`src/rtl/pdd_pkg.sv`:
```
// ----------------------------------------------------------------------------
// pdd_pkg: shared types and constants for the distance drive controller
// Holds field widths, register indexes, the configuration bundle and the
// control bundle for the shared multiply-accumulate unit.
// ----------------------------------------------------------------------------
package pdd_pkg;

    // Datapath widths.
    localparam int ERR_W   = 33;  // saturated count error
    localparam int SUM_W   = 34;  // error sum and error difference
    localparam int HERR_W  = 17;  // heading error
    localparam int MUL_A_W = 17;  // multiplier operand A (gains)
    localparam int MUL_B_W = 18;  // multiplier operand B (slices of wide values)
    localparam int PROD_W  = MUL_A_W + MUL_B_W;
    localparam int MAC_W   = 53;  // accumulator width
    localparam int HI_SH   = 17;  // weight of the upper operand slice

    // Control constants.
    localparam logic [4:0] SETTLE_LIMIT = 5'd30;
    localparam int         ISUM_LIMIT   = 100;
    localparam int         STILL_BAND   = 2;

    // Configuration register indexes.
    localparam logic [2:0] REG_DRIVE_SAT   = 3'd0;
    localparam logic [2:0] REG_KP_DRIVE    = 3'd1;
    localparam logic [2:0] REG_KI_DRIVE    = 3'd2;
    localparam logic [2:0] REG_KD_DRIVE    = 3'd3;
    localparam logic [2:0] REG_FEEDFORWARD = 3'd4;
    localparam logic [2:0] REG_KP_HEADING  = 3'd5;
    localparam logic [2:0] REG_KD_HEADING  = 3'd6;
    localparam logic [2:0] REG_LEFT_COMP   = 3'd7;

    // Configuration bundle seen by the datapath.
    typedef struct packed {
        logic        [14:0] drive_sat;
        logic signed [15:0] kp_drive;
        logic signed [15:0] ki_drive;
        logic signed [15:0] kd_drive;
        logic        [14:0] feedforward;
        logic signed [15:0] kp_heading;
        logic signed [15:0] kd_heading;
        logic        [15:0] left_comp;
    } cfg_t;

    // Commands to the shared multiply-accumulate unit.
    typedef struct packed {
        logic issue;  // start a product this cycle
        logic hi;     // product belongs to the upper operand slice
        logic clear;  // zero the accumulator
    } mac_ctl_t;

endpackage

```
`src/rtl/pdd_cfg.sv`:
```
// ----------------------------------------------------------------------------
// pdd_cfg: configuration register file
// Eight write-only registers written through a plain index/data port.
// ----------------------------------------------------------------------------
module pdd_cfg import pdd_pkg::*; (
    input  logic        aclk,
    input  logic        aresetn,
    input  logic        cfg_we,
    input  logic [2:0]  cfg_addr,
    input  logic [15:0] cfg_wdata,
    output cfg_t        cfg
);

    cfg_t cfg_reg;

    // Register writes; each register keeps the bits it is wide.
    always_ff @(posedge aclk) begin
        if (!aresetn) begin
            cfg_reg.drive_sat   <= 15'd32767;
            cfg_reg.kp_drive    <= '0;
            cfg_reg.ki_drive    <= '0;
            cfg_reg.kd_drive    <= '0;
            cfg_reg.feedforward <= '0;
            cfg_reg.kp_heading  <= '0;
            cfg_reg.kd_heading  <= '0;
            cfg_reg.left_comp   <= 16'd16384;
        end else if (cfg_we) begin
            case (cfg_addr)
                REG_DRIVE_SAT:   cfg_reg.drive_sat   <= cfg_wdata[14:0];
                REG_KP_DRIVE:    cfg_reg.kp_drive    <= cfg_wdata;
                REG_KI_DRIVE:    cfg_reg.ki_drive    <= cfg_wdata;
                REG_KD_DRIVE:    cfg_reg.kd_drive    <= cfg_wdata;
                REG_FEEDFORWARD: cfg_reg.feedforward <= cfg_wdata[14:0];
                REG_KP_HEADING:  cfg_reg.kp_heading  <= cfg_wdata;
                REG_KD_HEADING:  cfg_reg.kd_heading  <= cfg_wdata;
                REG_LEFT_COMP:   cfg_reg.left_comp   <= cfg_wdata;
                default: ;
            endcase
        end
    end

    assign cfg = cfg_reg;

endmodule

```
`src/rtl/pdd_mac.sv`:
```
// ----------------------------------------------------------------------------
// pdd_mac: shared multiply-accumulate unit
// One 17x18 signed multiplier with a registered product, followed by an
// accumulator that adds the product at weight 1 or 2^17 in the next cycle.
// ----------------------------------------------------------------------------
module pdd_mac import pdd_pkg::*; (
    input  logic                      aclk,
    input  logic                      aresetn,
    input  mac_ctl_t                  ctl,
    input  logic signed [MUL_A_W-1:0] op_a,
    input  logic signed [MUL_B_W-1:0] op_b,
    output logic signed [MAC_W-1:0]   acc
);

    logic signed [PROD_W-1:0] prod_reg;
    logic                     pv_reg;
    logic                     ps_reg;
    logic signed [MAC_W-1:0]  acc_reg;
    logic signed [MAC_W-1:0]  addend;

    // Scale the registered product to its slice weight.
    always_comb begin
        if (ps_reg) begin
            addend = {{(MAC_W-PROD_W-HI_SH){prod_reg[PROD_W-1]}}, prod_reg, {HI_SH{1'b0}}};
        end else begin
            addend = {{(MAC_W-PROD_W){prod_reg[PROD_W-1]}}, prod_reg};
        end
    end

    // Multiplier stage, then accumulate.
    always_ff @(posedge aclk) begin
        prod_reg <= op_a * op_b;
        ps_reg   <= ctl.hi;
        if (!aresetn) begin
            pv_reg  <= 1'b0;
            acc_reg <= '0;
        end else begin
            pv_reg <= ctl.issue;
            if (ctl.clear) begin
                acc_reg <= '0;
            end else if (pv_reg) begin
                acc_reg <= acc_reg + addend;
            end
        end
    end

    assign acc = acc_reg;

endmodule

```
`src/rtl/pid_distance_drive_with_heading_hold_core.sv`:
```
// ----------------------------------------------------------------------------
// pid_distance_drive_with_heading_hold_core: distance PID with heading hold
// Drives a two-motor base a set number of encoder counts while holding the
// heading that was seen when the move started.
// ----------------------------------------------------------------------------
// Usage:
//   Samples enter on the s_ stream: tdata carries target_counts, the encoder
//   count and the gyro heading; tuser is set for the request that starts a
//   move. Each sample produces one result on the m_ stream: tdata carries
//   the left and right drive commands, tuser is the move-done flag.
//   Gains and limits are written through the cfg_ port while the block is
//   idle; they take effect on the next sample.
//   A start request, or a sample while no move runs, goes from acceptance
//   through the send state to the output register. A sample during a move
//   steps through the error, gain-product, drain, power, heading, turn,
//   left and output states, set by the nine products through the single
//   shared 17x18 multiplier, its two-stage accumulator pipeline and the
//   hand-off. The input is ready again only once the result is registered.
//   The input is accepted again while a result still waits in the output
//   register; if the receiver stalls, the next result holds in the
//   sequencer until the output register frees.
//   Reset is synchronous and active low: it restores the default gains,
//   stops any move and empties the output register.
// ----------------------------------------------------------------------------
module pid_distance_drive_with_heading_hold_core import pdd_pkg::*; (
    input  logic        aclk,
    input  logic        aresetn,
    // Sample stream.
    input  logic        s_tvalid,
    output logic        s_tready,
    input  logic [71:0] s_tdata,   // target_counts[23:0], encoder_count[55:24], heading[71:56]
    input  logic        s_tuser,   // begin_move[0]
    // Result stream.
    output logic        m_tvalid,
    input  logic        m_tready,
    output logic [31:0] m_tdata,   // left_drive[15:0], right_drive[31:16]
    output logic        m_tuser,   // move_done[0]
    // Configuration write port.
    input  logic        cfg_we,
    input  logic [2:0]  cfg_addr,
    input  logic [15:0] cfg_wdata
);

    typedef enum logic [17:0] {
        ST_IDLE   = 18'b000000000000000001,
        ST_ERR    = 18'b000000000000000010,
        ST_KP_LO  = 18'b000000000000000100,
        ST_KP_HI  = 18'b000000000000001000,
        ST_KD_LO  = 18'b000000000000010000,
        ST_KD_HI  = 18'b000000000000100000,
        ST_KI_LO  = 18'b000000000001000000,
        ST_KI_HI  = 18'b000000000010000000,
        ST_DRAIN  = 18'b000000000100000000,
        ST_POWER  = 18'b000000001000000000,
        ST_HP     = 18'b000000010000000000,
        ST_HD     = 18'b000000100000000000,
        ST_DRAIN2 = 18'b000001000000000000,
        ST_TURN   = 18'b000010000000000000,
        ST_LEFT   = 18'b000100000000000000,
        ST_DRAIN3 = 18'b001000000000000000,
        ST_OUT    = 18'b010000000000000000,
        ST_SEND   = 18'b100000000000000000
    } state_t;

    state_t state_reg, state_next;

    cfg_t                      cfg;
    mac_ctl_t                  mac_ctl;
    logic signed [MUL_A_W-1:0] mac_a;
    logic signed [MUL_B_W-1:0] mac_b;
    logic signed [MAC_W-1:0]   mac_acc;

    // Latched sample and move state.
    logic signed [31:0]       enc_reg;
    logic signed [15:0]       hd_reg;
    logic signed [31:0]       start_pos_reg;
    logic signed [23:0]       goal_reg;
    logic signed [15:0]       hsp_reg;
    logic signed [ERR_W-1:0]  last_err_reg;
    logic signed [SUM_W-1:0]  accum_reg;
    logic signed [HERR_W-1:0] last_herr_reg;
    logic [4:0]               settle_reg;
    logic                     moving_reg;

    // Per-sample working registers.
    logic signed [ERR_W-1:0]  err_reg;
    logic signed [HERR_W-1:0] terr_reg;
    logic signed [SUM_W-1:0]  diff_reg;
    logic signed [17:0]       hdiff_reg;
    logic signed [15:0]       p_reg;
    logic signed [16:0]       turn_reg;
    logic signed [15:0]       left_res_reg;
    logic signed [15:0]       right_res_reg;
    logic                     done_res_reg;

    // Output register.
    logic                     m_valid_reg;
    logic [15:0]              m_left_reg;
    logic [15:0]              m_right_reg;
    logic                     m_done_reg;

    // Input fields.
    logic signed [23:0] in_tgt;
    logic signed [31:0] in_enc;
    logic signed [15:0] in_hd;
    logic               in_fire;
    logic               out_free;
    logic [15:0]        sat16;

    assign in_tgt   = s_tdata[23:0];
    assign in_enc   = s_tdata[55:24];
    assign in_hd    = s_tdata[71:56];
    assign s_tready = (state_reg == ST_IDLE);
    assign in_fire  = s_tvalid && s_tready;
    assign out_free = !m_valid_reg || m_tready;
    assign sat16    = {1'b0, cfg.drive_sat};

    pdd_cfg u_cfg (
        .aclk      (aclk),
        .aresetn   (aresetn),
        .cfg_we    (cfg_we),
        .cfg_addr  (cfg_addr),
        .cfg_wdata (cfg_wdata),
        .cfg       (cfg)
    );

    pdd_mac u_mac (
        .aclk    (aclk),
        .aresetn (aresetn),
        .ctl     (mac_ctl),
        .op_a    (mac_a),
        .op_b    (mac_b),
        .acc     (mac_acc)
    );

    // Count error, saturated to 33 bits, and heading error.
    logic signed [32:0]      rel_pos;
    logic signed [33:0]      err_wide;
    logic signed [ERR_W-1:0] err_sat;
    logic signed [HERR_W-1:0] terr_now;

    always_comb begin
        rel_pos  = {enc_reg[31], enc_reg} - {start_pos_reg[31], start_pos_reg};
        err_wide = {{10{goal_reg[23]}}, goal_reg} - {rel_pos[32], rel_pos};
        if (err_wide[33] != err_wide[32]) begin
            err_sat = err_wide[33] ? {1'b1, 32'b0} : {1'b0, {32{1'b1}}};
        end else begin
            err_sat = err_wide[32:0];
        end
        terr_now = {hsp_reg[15], hsp_reg} - {hd_reg[15], hd_reg};
    end

    // Sign-extended copies used across the schedule.
    logic signed [SUM_W-1:0] err34;
    logic signed [SUM_W-1:0] last34;

    // Power minus turn, the operand of the left-side scaling.
    logic signed [17:0]      drive_diff;

    assign err34  = {err_reg[ERR_W-1], err_reg};
    assign last34 = {last_err_reg[ERR_W-1], last_err_reg};

    // Operand selection for the shared multiplier.
    always_comb begin
        mac_ctl = '0;
        mac_a   = '0;
        mac_b   = '0;
        case (state_reg)
            ST_ERR, ST_POWER, ST_TURN: begin
                mac_ctl.clear = 1'b1;
            end
            ST_KP_LO: begin
                mac_ctl.issue = 1'b1;
                mac_a = {cfg.kp_drive[15], cfg.kp_drive};
                mac_b = {1'b0, err34[HI_SH-1:0]};
            end
            ST_KP_HI: begin
                mac_ctl.issue = 1'b1;
                mac_ctl.hi    = 1'b1;
                mac_a = {cfg.kp_drive[15], cfg.kp_drive};
                mac_b = {err34[SUM_W-1], err34[SUM_W-1:HI_SH]};
            end
            ST_KD_LO: begin
                mac_ctl.issue = 1'b1;
                mac_a = {cfg.kd_drive[15], cfg.kd_drive};
                mac_b = {1'b0, diff_reg[HI_SH-1:0]};
            end
            ST_KD_HI: begin
                mac_ctl.issue = 1'b1;
                mac_ctl.hi    = 1'b1;
                mac_a = {cfg.kd_drive[15], cfg.kd_drive};
                mac_b = {diff_reg[SUM_W-1], diff_reg[SUM_W-1:HI_SH]};
            end
            ST_KI_LO: begin
                mac_ctl.issue = 1'b1;
                mac_a = {cfg.ki_drive[15], cfg.ki_drive};
                mac_b = {1'b0, accum_reg[HI_SH-1:0]};
            end
            ST_KI_HI: begin
                mac_ctl.issue = 1'b1;
                mac_ctl.hi    = 1'b1;
                mac_a = {cfg.ki_drive[15], cfg.ki_drive};
                mac_b = {accum_reg[SUM_W-1], accum_reg[SUM_W-1:HI_SH]};
            end
            ST_HP: begin
                mac_ctl.issue = 1'b1;
                mac_a = {cfg.kp_heading[15], cfg.kp_heading};
                mac_b = {terr_reg[HERR_W-1], terr_reg};
            end
            ST_HD: begin
                mac_ctl.issue = 1'b1;
                mac_a = {cfg.kd_heading[15], cfg.kd_heading};
                mac_b = hdiff_reg;
            end
            ST_LEFT: begin
                mac_ctl.issue = 1'b1;
                mac_a = {1'b0, cfg.left_comp};
                mac_b = drive_diff;
            end
            default: ;
        endcase
    end

    // Drive power: scaled PID sum plus feed-forward signed by the error, clipped.
    logic signed [44:0]      p_base;
    logic signed [45:0]      p_raw;
    logic signed [45:0]      ff46;
    logic signed [45:0]      sat46;
    logic signed [15:0]      p_clip;
    logic signed [SUM_W-1:0] accum_cl;
    logic signed [SUM_W-1:0] pair_sum;
    logic                    still;

    always_comb begin
        p_base = mac_acc[MAC_W-1:8];
        ff46   = {31'b0, cfg.feedforward};
        sat46  = {31'b0, cfg.drive_sat};
        if (err_reg[ERR_W-1]) begin
            p_raw = {p_base[44], p_base} - ff46;
        end else begin
            p_raw = {p_base[44], p_base} + ff46;
        end
        if (p_raw > sat46) begin
            p_clip = sat16;
        end else if (p_raw < -sat46) begin
            p_clip = -sat16;
        end else begin
            p_clip = p_raw[15:0];
        end

        // Integral clamp before the new error is added.
        if (accum_reg > SUM_W'(ISUM_LIMIT)) begin
            accum_cl = SUM_W'(ISUM_LIMIT);
        end else if (accum_reg < -SUM_W'(ISUM_LIMIT)) begin
            accum_cl = -SUM_W'(ISUM_LIMIT);
        end else begin
            accum_cl = accum_reg;
        end

        // Near-still test on consecutive errors.
        pair_sum = err34 + last34;
        still    = (err_reg == last_err_reg)
                || ((pair_sum <= SUM_W'(STILL_BAND)) && (pair_sum >= -SUM_W'(STILL_BAND)));
    end

    // Heading term clipped to the power magnitude.
    logic signed [44:0] t_base;
    logic signed [16:0] p17;
    logic signed [16:0] ap17;
    logic signed [44:0] ap45;
    logic signed [16:0] turn_clip;

    always_comb begin
        t_base = mac_acc[MAC_W-1:8];
        p17    = {p_reg[15], p_reg};
        ap17   = p_reg[15] ? -p17 : p17;
        ap45   = {{28{ap17[16]}}, ap17};
        if (t_base > ap45) begin
            turn_clip = ap17;
        end else if (t_base < -ap45) begin
            turn_clip = -ap17;
        end else begin
            turn_clip = t_base[16:0];
        end
    end

    // Side mixing: left gets power minus turn, right power plus turn.
    logic signed [17:0] drive_sum;
    logic signed [15:0] right_clip;
    logic signed [38:0] l_base;
    logic signed [15:0] left_clip;

    always_comb begin
        drive_diff = {{2{p_reg[15]}}, p_reg} - {turn_reg[16], turn_reg};
        drive_sum  = {{2{p_reg[15]}}, p_reg} + {turn_reg[16], turn_reg};
        if (drive_sum > 18'sd32767) begin
            right_clip = 16'sh7FFF;
        end else if (drive_sum < -18'sd32768) begin
            right_clip = 16'sh8000;
        end else begin
            right_clip = drive_sum[15:0];
        end
        l_base = mac_acc[MAC_W-1:14];
        if (l_base > 39'sd32767) begin
            left_clip = 16'sh7FFF;
        end else if (l_base < -39'sd32768) begin
            left_clip = 16'sh8000;
        end else begin
            left_clip = l_base[15:0];
        end
    end

    // Sequencer.
    always_comb begin
        state_next = state_reg;
        case (state_reg)
            ST_IDLE: begin
                if (in_fire) begin
                    state_next = (!s_tuser && moving_reg) ? ST_ERR : ST_SEND;
                end
            end
            ST_ERR:    state_next = ST_KP_LO;
            ST_KP_LO:  state_next = ST_KP_HI;
            ST_KP_HI:  state_next = ST_KD_LO;
            ST_KD_LO:  state_next = ST_KD_HI;
            ST_KD_HI:  state_next = ST_KI_LO;
            ST_KI_LO:  state_next = ST_KI_HI;
            ST_KI_HI:  state_next = ST_DRAIN;
            ST_DRAIN:  state_next = ST_POWER;
            ST_POWER:  state_next = ST_HP;
            ST_HP:     state_next = ST_HD;
            ST_HD:     state_next = ST_DRAIN2;
            ST_DRAIN2: state_next = ST_TURN;
            ST_TURN:   state_next = ST_LEFT;
            ST_LEFT:   state_next = ST_DRAIN3;
            ST_DRAIN3: state_next = ST_OUT;
            ST_OUT:    state_next = ST_SEND;
            ST_SEND: begin
                if (out_free) begin
                    state_next = ST_IDLE;
                end
            end
            default:   state_next = ST_IDLE;
        endcase
    end

    // Move state and working registers.
    always_ff @(posedge aclk) begin
        if (!aresetn) begin
            state_reg     <= ST_IDLE;
            moving_reg    <= 1'b0;
            settle_reg    <= '0;
            start_pos_reg <= '0;
            goal_reg      <= '0;
            hsp_reg       <= '0;
            last_err_reg  <= '0;
            accum_reg     <= '0;
            last_herr_reg <= '0;
        end else begin
            state_reg <= state_next;
            case (state_reg)
                ST_IDLE: begin
                    if (in_fire) begin
                        enc_reg <= in_enc;
                        hd_reg  <= in_hd;
                        if (s_tuser) begin
                            // Start request: latch references and drive flat out.
                            start_pos_reg <= in_enc;
                            goal_reg      <= in_tgt;
                            hsp_reg       <= in_hd;
                            last_err_reg  <= '0;
                            accum_reg     <= '0;
                            last_herr_reg <= '0;
                            settle_reg    <= '0;
                            moving_reg    <= 1'b1;
                            left_res_reg  <= in_tgt[23] ? -sat16 : sat16;
                            right_res_reg <= in_tgt[23] ? -sat16 : sat16;
                            done_res_reg  <= 1'b0;
                        end else begin
                            // Idle sample (overwritten by the run when moving).
                            left_res_reg  <= '0;
                            right_res_reg <= '0;
                            done_res_reg  <= (settle_reg >= SETTLE_LIMIT);
                        end
                    end
                end
                ST_ERR: begin
                    err_reg  <= err_sat;
                    terr_reg <= terr_now;
                end
                ST_KP_LO: begin
                    diff_reg  <= err34 - last34;
                    hdiff_reg <= {terr_reg[HERR_W-1], terr_reg}
                               - {last_herr_reg[HERR_W-1], last_herr_reg};
                end
                ST_POWER: begin
                    p_reg        <= p_clip;
                    accum_reg    <= accum_cl + err34;
                    last_err_reg <= err_reg;
                    if (still) begin
                        settle_reg <= settle_reg + 5'd1;
                    end
                end
                ST_TURN: begin
                    turn_reg      <= turn_clip;
                    last_herr_reg <= terr_reg;
                end
                ST_LEFT: begin
                    right_res_reg <= right_clip;
                end
                ST_OUT: begin
                    if (settle_reg >= SETTLE_LIMIT) begin
                        // Settled: stop the move and report done.
                        moving_reg    <= 1'b0;
                        left_res_reg  <= '0;
                        right_res_reg <= '0;
                        done_res_reg  <= 1'b1;
                    end else begin
                        left_res_reg <= left_clip;
                        done_res_reg <= 1'b0;
                    end
                end
                default: ;
            endcase
        end
    end

    // Output register.
    always_ff @(posedge aclk) begin
        if (!aresetn) begin
            m_valid_reg <= 1'b0;
        end else if ((state_reg == ST_SEND) && out_free) begin
            m_valid_reg <= 1'b1;
            m_left_reg  <= left_res_reg;
            m_right_reg <= right_res_reg;
            m_done_reg  <= done_res_reg;
        end else if (m_tready) begin
            m_valid_reg <= 1'b0;
        end
    end

    assign m_tvalid = m_valid_reg;
    assign m_tdata  = {m_right_reg, m_left_reg};
    assign m_tuser  = m_done_reg;

endmodule
```
`config.mk`:
```
export PLATFORM = sky130hd
export DESIGN_NAME = pid_distance_drive_with_heading_hold_core
export DESIGN_NICKNAME = d
export VERILOG_FILES = /design/src/rtl/pdd_pkg.sv /design/src/rtl/pdd_cfg.sv /design/src/rtl/pdd_mac.sv /design/src/rtl/pid_distance_drive_with_heading_hold_core.sv
export SDC_FILE = /design/constraint.sdc
export NUM_CORES = 2
export LEC_CHECK = 0
export BUFFER_PORTS_ARGS = -buffer_cell sky130_fd_sc_hd__buf_2
export CORE_MARGIN = 2
export CORE_UTILIZATION = 53
export DETAILED_ROUTE_END_ITERATION = 6
export PLACE_DENSITY = 0.72
export SETUP_SLACK_MARGIN = 0.4
export SLEW_MARGIN = 0
export SYNTH_ARGS = -nofsm -noshare
export SYNTH_HDL_FRONTEND = slang
export SYNTH_HIERARCHICAL = 1
export SYNTH_SLANG_ARGS = --single-unit
export TNS_END_PERCENT = 50
```
`constraint.sdc`:
```
create_clock -name aclk -period 25.9 [get_ports aclk]
set_input_delay 1.295 -clock aclk [delete_from_list [all_inputs] [get_ports aclk]]
set_output_delay 1.295 -clock aclk [all_outputs]
set_load 0.005 [all_outputs]
```
## Yosys cells after proc, flatten, opt, wreduce, memory -nomap -nowiden

Cells that the tools add are included.

- Bits in registers: 646
- Input port bits: 97
- Output and inout port bits: 35
- Word-level logic and storage cells: 199

- $add $sub $neg: 18
- Multipliers: 1
- Magnitude comparators: 13
- Equal/unequal tests: 32
- Mux-type cells: 54
- Bitwise operators: 1
- Reduce and logical (&&, ||, !) cells: 43

Operators with widths:

| kind | number |
|---|---|
| case mux 18 bit (18 select lines) | 1 |
| case mux 18 bit (9 select lines) | 1 |
| 2-to-1 mux 16 bit | 10 |
| 2-to-1 mux 34 bit | 4 |
| 2-to-1 mux 33 bit | 4 |
| case mux 17 bit (6 select lines) | 1 |
| 2-to-1 mux 17 bit | 5 |
| case mux 34 bit (2 select lines) | 1 |
| case mux 33 bit (2 select lines) | 1 |
| 2-to-1 mux 18 bit | 3 |
| adder 53 x 52 -> 53 bit | 1 |
| 2-to-1 mux 51 bit | 1 |
| case mux 16 bit (3 select lines) | 1 |
| adder 45 x 16 -> 46 bit | 1 |
| > comparator 46 x 16 -> 1 bit | 1 |
| less-than comparator 46 bit | 1 |
| 2-to-1 mux 46 bit | 1 |
| negator 15 -> 46 bit | 1 |
| subtractor 45 x 16 -> 46 bit | 1 |
| > comparator 45 x 17 -> 1 bit | 1 |
| less-than comparator 45 bit | 1 |
| negator 17 -> 45 bit | 1 |
| > comparator 39 x 16 -> 1 bit (second input constant) | 1 |
| less-than comparator 39 x 16 -> 1 bit (second input constant) | 1 |
| 66 further kinds | 117 |

## Depth between registers and ports, before layout

- Depth in word-level cells: 6
- Depth in mapped cells: 42
- Depth with buffers taken out: 41

## Modules after synthesis

The synthesis kept the hierarchy.

By module, submodules not included:

| module | instances | cells an instance | area each (µm²) | sequential area each (µm²) |
|---|---|---|---|---|
| pid_distance_drive_with_heading_hold_core | 1 | 4,147 | 35,674.2 | 11,100.6 |
| pdd_mac | 1 | 1,942 | 17,122.7 | 1,801.7 |
| pdd_cfg | 1 | 451 | 4,723.3 | 2,522.4 |

## Worst setup path after synthesis

Ideal clock, no wire load.

- Kind: register -> register
- From: reg state_reg[1]
- To: reg u_mac.prod_reg[32]
- Setup time: 95 ps
- Arrival: 9,043 ps
- Slack: 16,762 ps
- Stages on the path, launching flop included: 38
- Buffers on the path: 3
- Clock period less this slack: 9,138 ps
- Cells stage by stage: dfxtp_1 -> or4_1 -> nor3_1 -> nand2_1 -> or4_1 -> nor3_1 -> nor3b_2 -> inv_1 -> nand2_1 -> clkbuf_1 -> a22oi_1 -> nand3_1 -> clkbuf_1 -> clkbuf_1 -> nand2_1 -> fa_1 -> inv_1 -> fa_1 -> [2 not listed] -> inv_1 -> fa_1 -> fa_1 -> inv_1 -> fa_1 -> inv_1 -> ha_1 -> a21oi_1 -> o22ai_1 -> o22ai_1 -> a21o_1 -> or3_1 -> a21oi_1 -> and3_1 -> o21a_1 -> and2_1 -> o21ai_1 -> a221oi_1

- Cells in the longest elaborated chain, start to end: 4
- Elaborated cells on any way between the ends: 15
- Classes of those cells: mul: 1; eq/ne: 9; mux: 2; reduce/logical: 3

Ends and longest elaborated chain:

| what | line | source |
|---|---|---|
| start, declared | pid_distance_drive_with_heading_hold_core.sv:65 | `state_t state_reg, state_next;` |
| start signal, assigned | pid_distance_drive_with_heading_hold_core.sv:360 | `state_reg <= state_next;` |
| equality test 18 x 8 -> 1 bit (tied with other cells) | pid_distance_drive_with_heading_hold_core.sv:168 | `case (state_reg)` |
| OR reduction 2 bit (no line) | n/a |  |
| case mux 17 bit (6 select lines) * | pid_distance_drive_with_heading_hold_core.sv:168 |  |
| net mac_a[8] | pid_distance_drive_with_heading_hold_core.sv:69 | `logic signed [MUL_A_W-1:0] mac_a;` |
| multiplier 17 x 18 -> 35 bit * | pdd_mac.sv:32 | `prod_reg <= op_a * op_b;` |
| end signal, assigned | pdd_mac.sv:32 |  |
| end, declared | pdd_mac.sv:15 | `logic signed [PROD_W-1:0] prod_reg;` |

The timed path passes the listed nets; every way through them passes the cells marked *.
A chain may end at the register's enable or synchronous reset.

## Worst setup path after layout

- From: reg state_reg[1]
- To: reg u_mac.prod_reg[34]

Same word-level chain as after synthesis.

==> results.txt <==
Die X -> 333 um
Layout Cells excl Fill -> 8040
Max Cap Violations -> 0
Routed WL -> 173000 um
vias in the first global route -> 46800
synth top area cells -> dfxtp_1, edfxtp_1, fa_1, ha_1, inv_1
clock insertion delay at the later pin of the skew report -> 0.68 ns
Final Hold Fails -> 0
GRT met2 Usage -> 0.493
row count -> 120
Yosys reg bits -> 646
Area after DPL -> 59600 um^2
placed insts -> 7893
Critical Path RT -> 26.48 ns
GRT Residual Overflow -> 0
Reg2Reg Depth -> 30
post-layout min period -> 10.97 ns
RSZ-0062 raised after global routing -> no
Mapped Area -> 57500 um^2
average size of a mapped cell -> 8.80 um^2
Starting DRT DRC Count -> 4749
# DRC -> 19
crit-path max cell delay -> 0.91 ns
Synth top area share -> 0.138
starting density of the core -> 0.536
r2r startpoint -> state_reg[1]$_SDFFE_PN0P_
post-synth cell types -> 102
Detailed Routing Iterations Pass 1 -> 7
global route hottest layer -> met2
first-pass GRT wire length -> 267000 um
clk buf depth -> 3
die height -> 333 um
Worst Setup End Kind -> flip-flop
CTS root buffer -> clkbuf_16
clk_skew -> 0.0408 ns
Synth top cells by count -> inv_1, nand2_1, ha_1
Pwr Density -> 42.1 nW/um^2
Clock transition at path regs -> 0.06 ns
H-tree Lvls -> 3
fin crit share -> 0.423
CTS tree -> built
CP Class -> flip-flop to flip-flop
cell depth of the worst hold path -> 0
actual slew at the worst max-slew pin -> 1.16 ns
CP max FO -> 18
layout cells sized above 1 -> 0.0668
# resized after CTS -> 0
final setup vio count -> 0
Post-CTS Setup Inserts -> 0
GRT Total Usage -> 0.306
leading area contributor after synthesis -> dfxtp_1
share of flip-flops with an asynchronous set or reset -> 0
hold crit path type -> flip-flop to flip-flop
Slowest cell on crit path -> nor3b_2
VDD IR max -> 57.5 uV
outcome -> finished with violations
Final Max Slew Viols -> 0
initial antenna violation count -> 12
Tot Pwr -> 2.62 mW
Global Route met3 Usage -> 0.0431
PortBufs -> 131
CP startpoint kind -> flip-flop
Layout area overhead -> 7.96%
hold path endpoint -> m_left_reg[9]$_DFFE_PP_
worst relative slew slack -> 0.228
vias -> 48500
most common cell in the netlist -> inv_1
Via density -> 6.04
post-cts hold buffer count -> 0
violated checks -> design-rule violations
I/O Pins -> 132
dpl hpwl -> 134000 um
Core Area -> 107000 um^2
Final TNS setup -> 0 ns
Nets -> 7564
Reg2Reg Setup Slack -> 14.93 ns
dominant register cell in the synthesized netlist -> dfxtp_1
synth warn -> 6
GPL Wtd Cong -> 0.960
LEAKAGE -> 28.2 nW
EDFF count, synth -> 249
Post-Syn Instances -> 6540
CTS sink count -> 646
full die area -> 111000 um^2
end of the worst register-to-register path -> u_mac/prod_reg[34]$_DFF_P_
max reg flops -> 126
global routing usage on met1 -> 0.408
crit path DAT -> 11.54 ns
Avg WL per Cell -> 21.5 um
sequential element share of the synthesized area -> 0.268
largest net degree at the start of global routing -> 106
fin area -> 62100 um^2
HP Start -> left_res_reg[9]$_DFFE_PP_
Inserted Clock Buffers -> 79
ANT nets after route -> 0
Max Clock Freq -> 91.2 MHz
-- per-layer routing --
| metal | up-vias | share of wire |
|---|---|---|
| met4 | 14 | 0.050 |
| met2 | 1945 | 0.46 |
| met3 | 413 | 0.076 |
| li1 | 22700 | - |
| met5 | - | 0.00058 |
| met1 | 23500 | 0.42 |
-- metrics by stage --
step,util,setup WS (ns),hold slack [ns]
floorplan,-,16.76,0.400
global placement,0.555,15.38,0.401
detailed placement,0.555,15.02,0.405
CTS,0.578,14.93,0.414
global route,0.578,14.23,0.419
finish,0.578,14.93,0.410
-- kinds of logic after synthesis --
kind of cell / synth area share
simple gates: 0.173
compound gates: 0.162
buf+inv: 0.0681
fa+ha+maj: 0.242
flops: 0.268
xor+xnor: 0.0489
mux: 0.0375
other cells: 0.0000652
-- layout by cell type (no fill, tap or decap), types with 50 or more instances in the layout --
cell / instances
nor2_1: 354
nor2b_1: 152
buf_2: 130
a21oi_1: 414
buf_4: 74
nor4_1: 50
and2_1: 174
nor3_1: 81
o21ai_0: 216
mux2i_1: 190
edfxtp_1: 249
a22oi_1: 52
ha_1: 544
nand2b_1: 75
fa_1: 352
xor2_1: 96
clkbuf_16: 81
a21o_1: 160
o21a_1: 73
xnor2_1: 225
inv_1: 734
nand3_1: 100
nand2_1: 725
dfxtp_1: 395
and3_1: 54
nand4_1: 93
-- power breakdown --
group	total, mW	leakage, nW	switching (mW)	internal [mW]
logic	0.419	21.5	0.265	0.154
clock network	1.09	1.22	0.472	0.613
registers	1.11	5.48	0.0139	1.10
-- worst max-delay path: cells and delay by family, from the launching register on --
| family | cells | cell delay [ns] |
|---|---|---|
| flops | 1 | 0.36 |
| simple gates | 11 | 4.70 |
| compound gates | 5 | 1.03 |
| fa+ha+maj | 7 | 3.43 |
| buf+inv | 6 | 1.16 |
| xor+xnor | 1 | 0.15 |
-- worst max path at each step --
stage | from | end | slack (ns)
finish | state_reg[1]$_SDFFE_PN0P_ | u_mac/prod_reg[34]$_DFF_P_ | 14.93
global route | state_reg[1]$_SDFFE_PN0P_ | u_mac/prod_reg[32]$_DFF_P_ | 14.23
detailed placement | state_reg[1]$_SDFFE_PN0P_ | u_mac/prod_reg[34]$_DFF_P_ | 15.02
floorplan | state_reg[1]$_SDFFE_PN0P_ | u_mac/prod_reg[32]$_DFF_P_ | 16.76
global placement | state_reg[1]$_SDFFE_PN0P_ | u_mac/prod_reg[32]$_DFF_P_ | 15.38
CTS | state_reg[1]$_SDFFE_PN0P_ | u_mac/prod_reg[34]$_DFF_P_ | 14.93
-- area by class of cell --
type	count	area, um^2
fillers	9491	45300
multi-input cells	4903	38400
flip-flops and latches	646	15400
inverters	737	2770
clock buffers	109	2200
well taps	1403	1760
repair buffers	204	1210
clock inverters	35	310
diodes	3	7.51
Power figures use the tool's default switching activity.
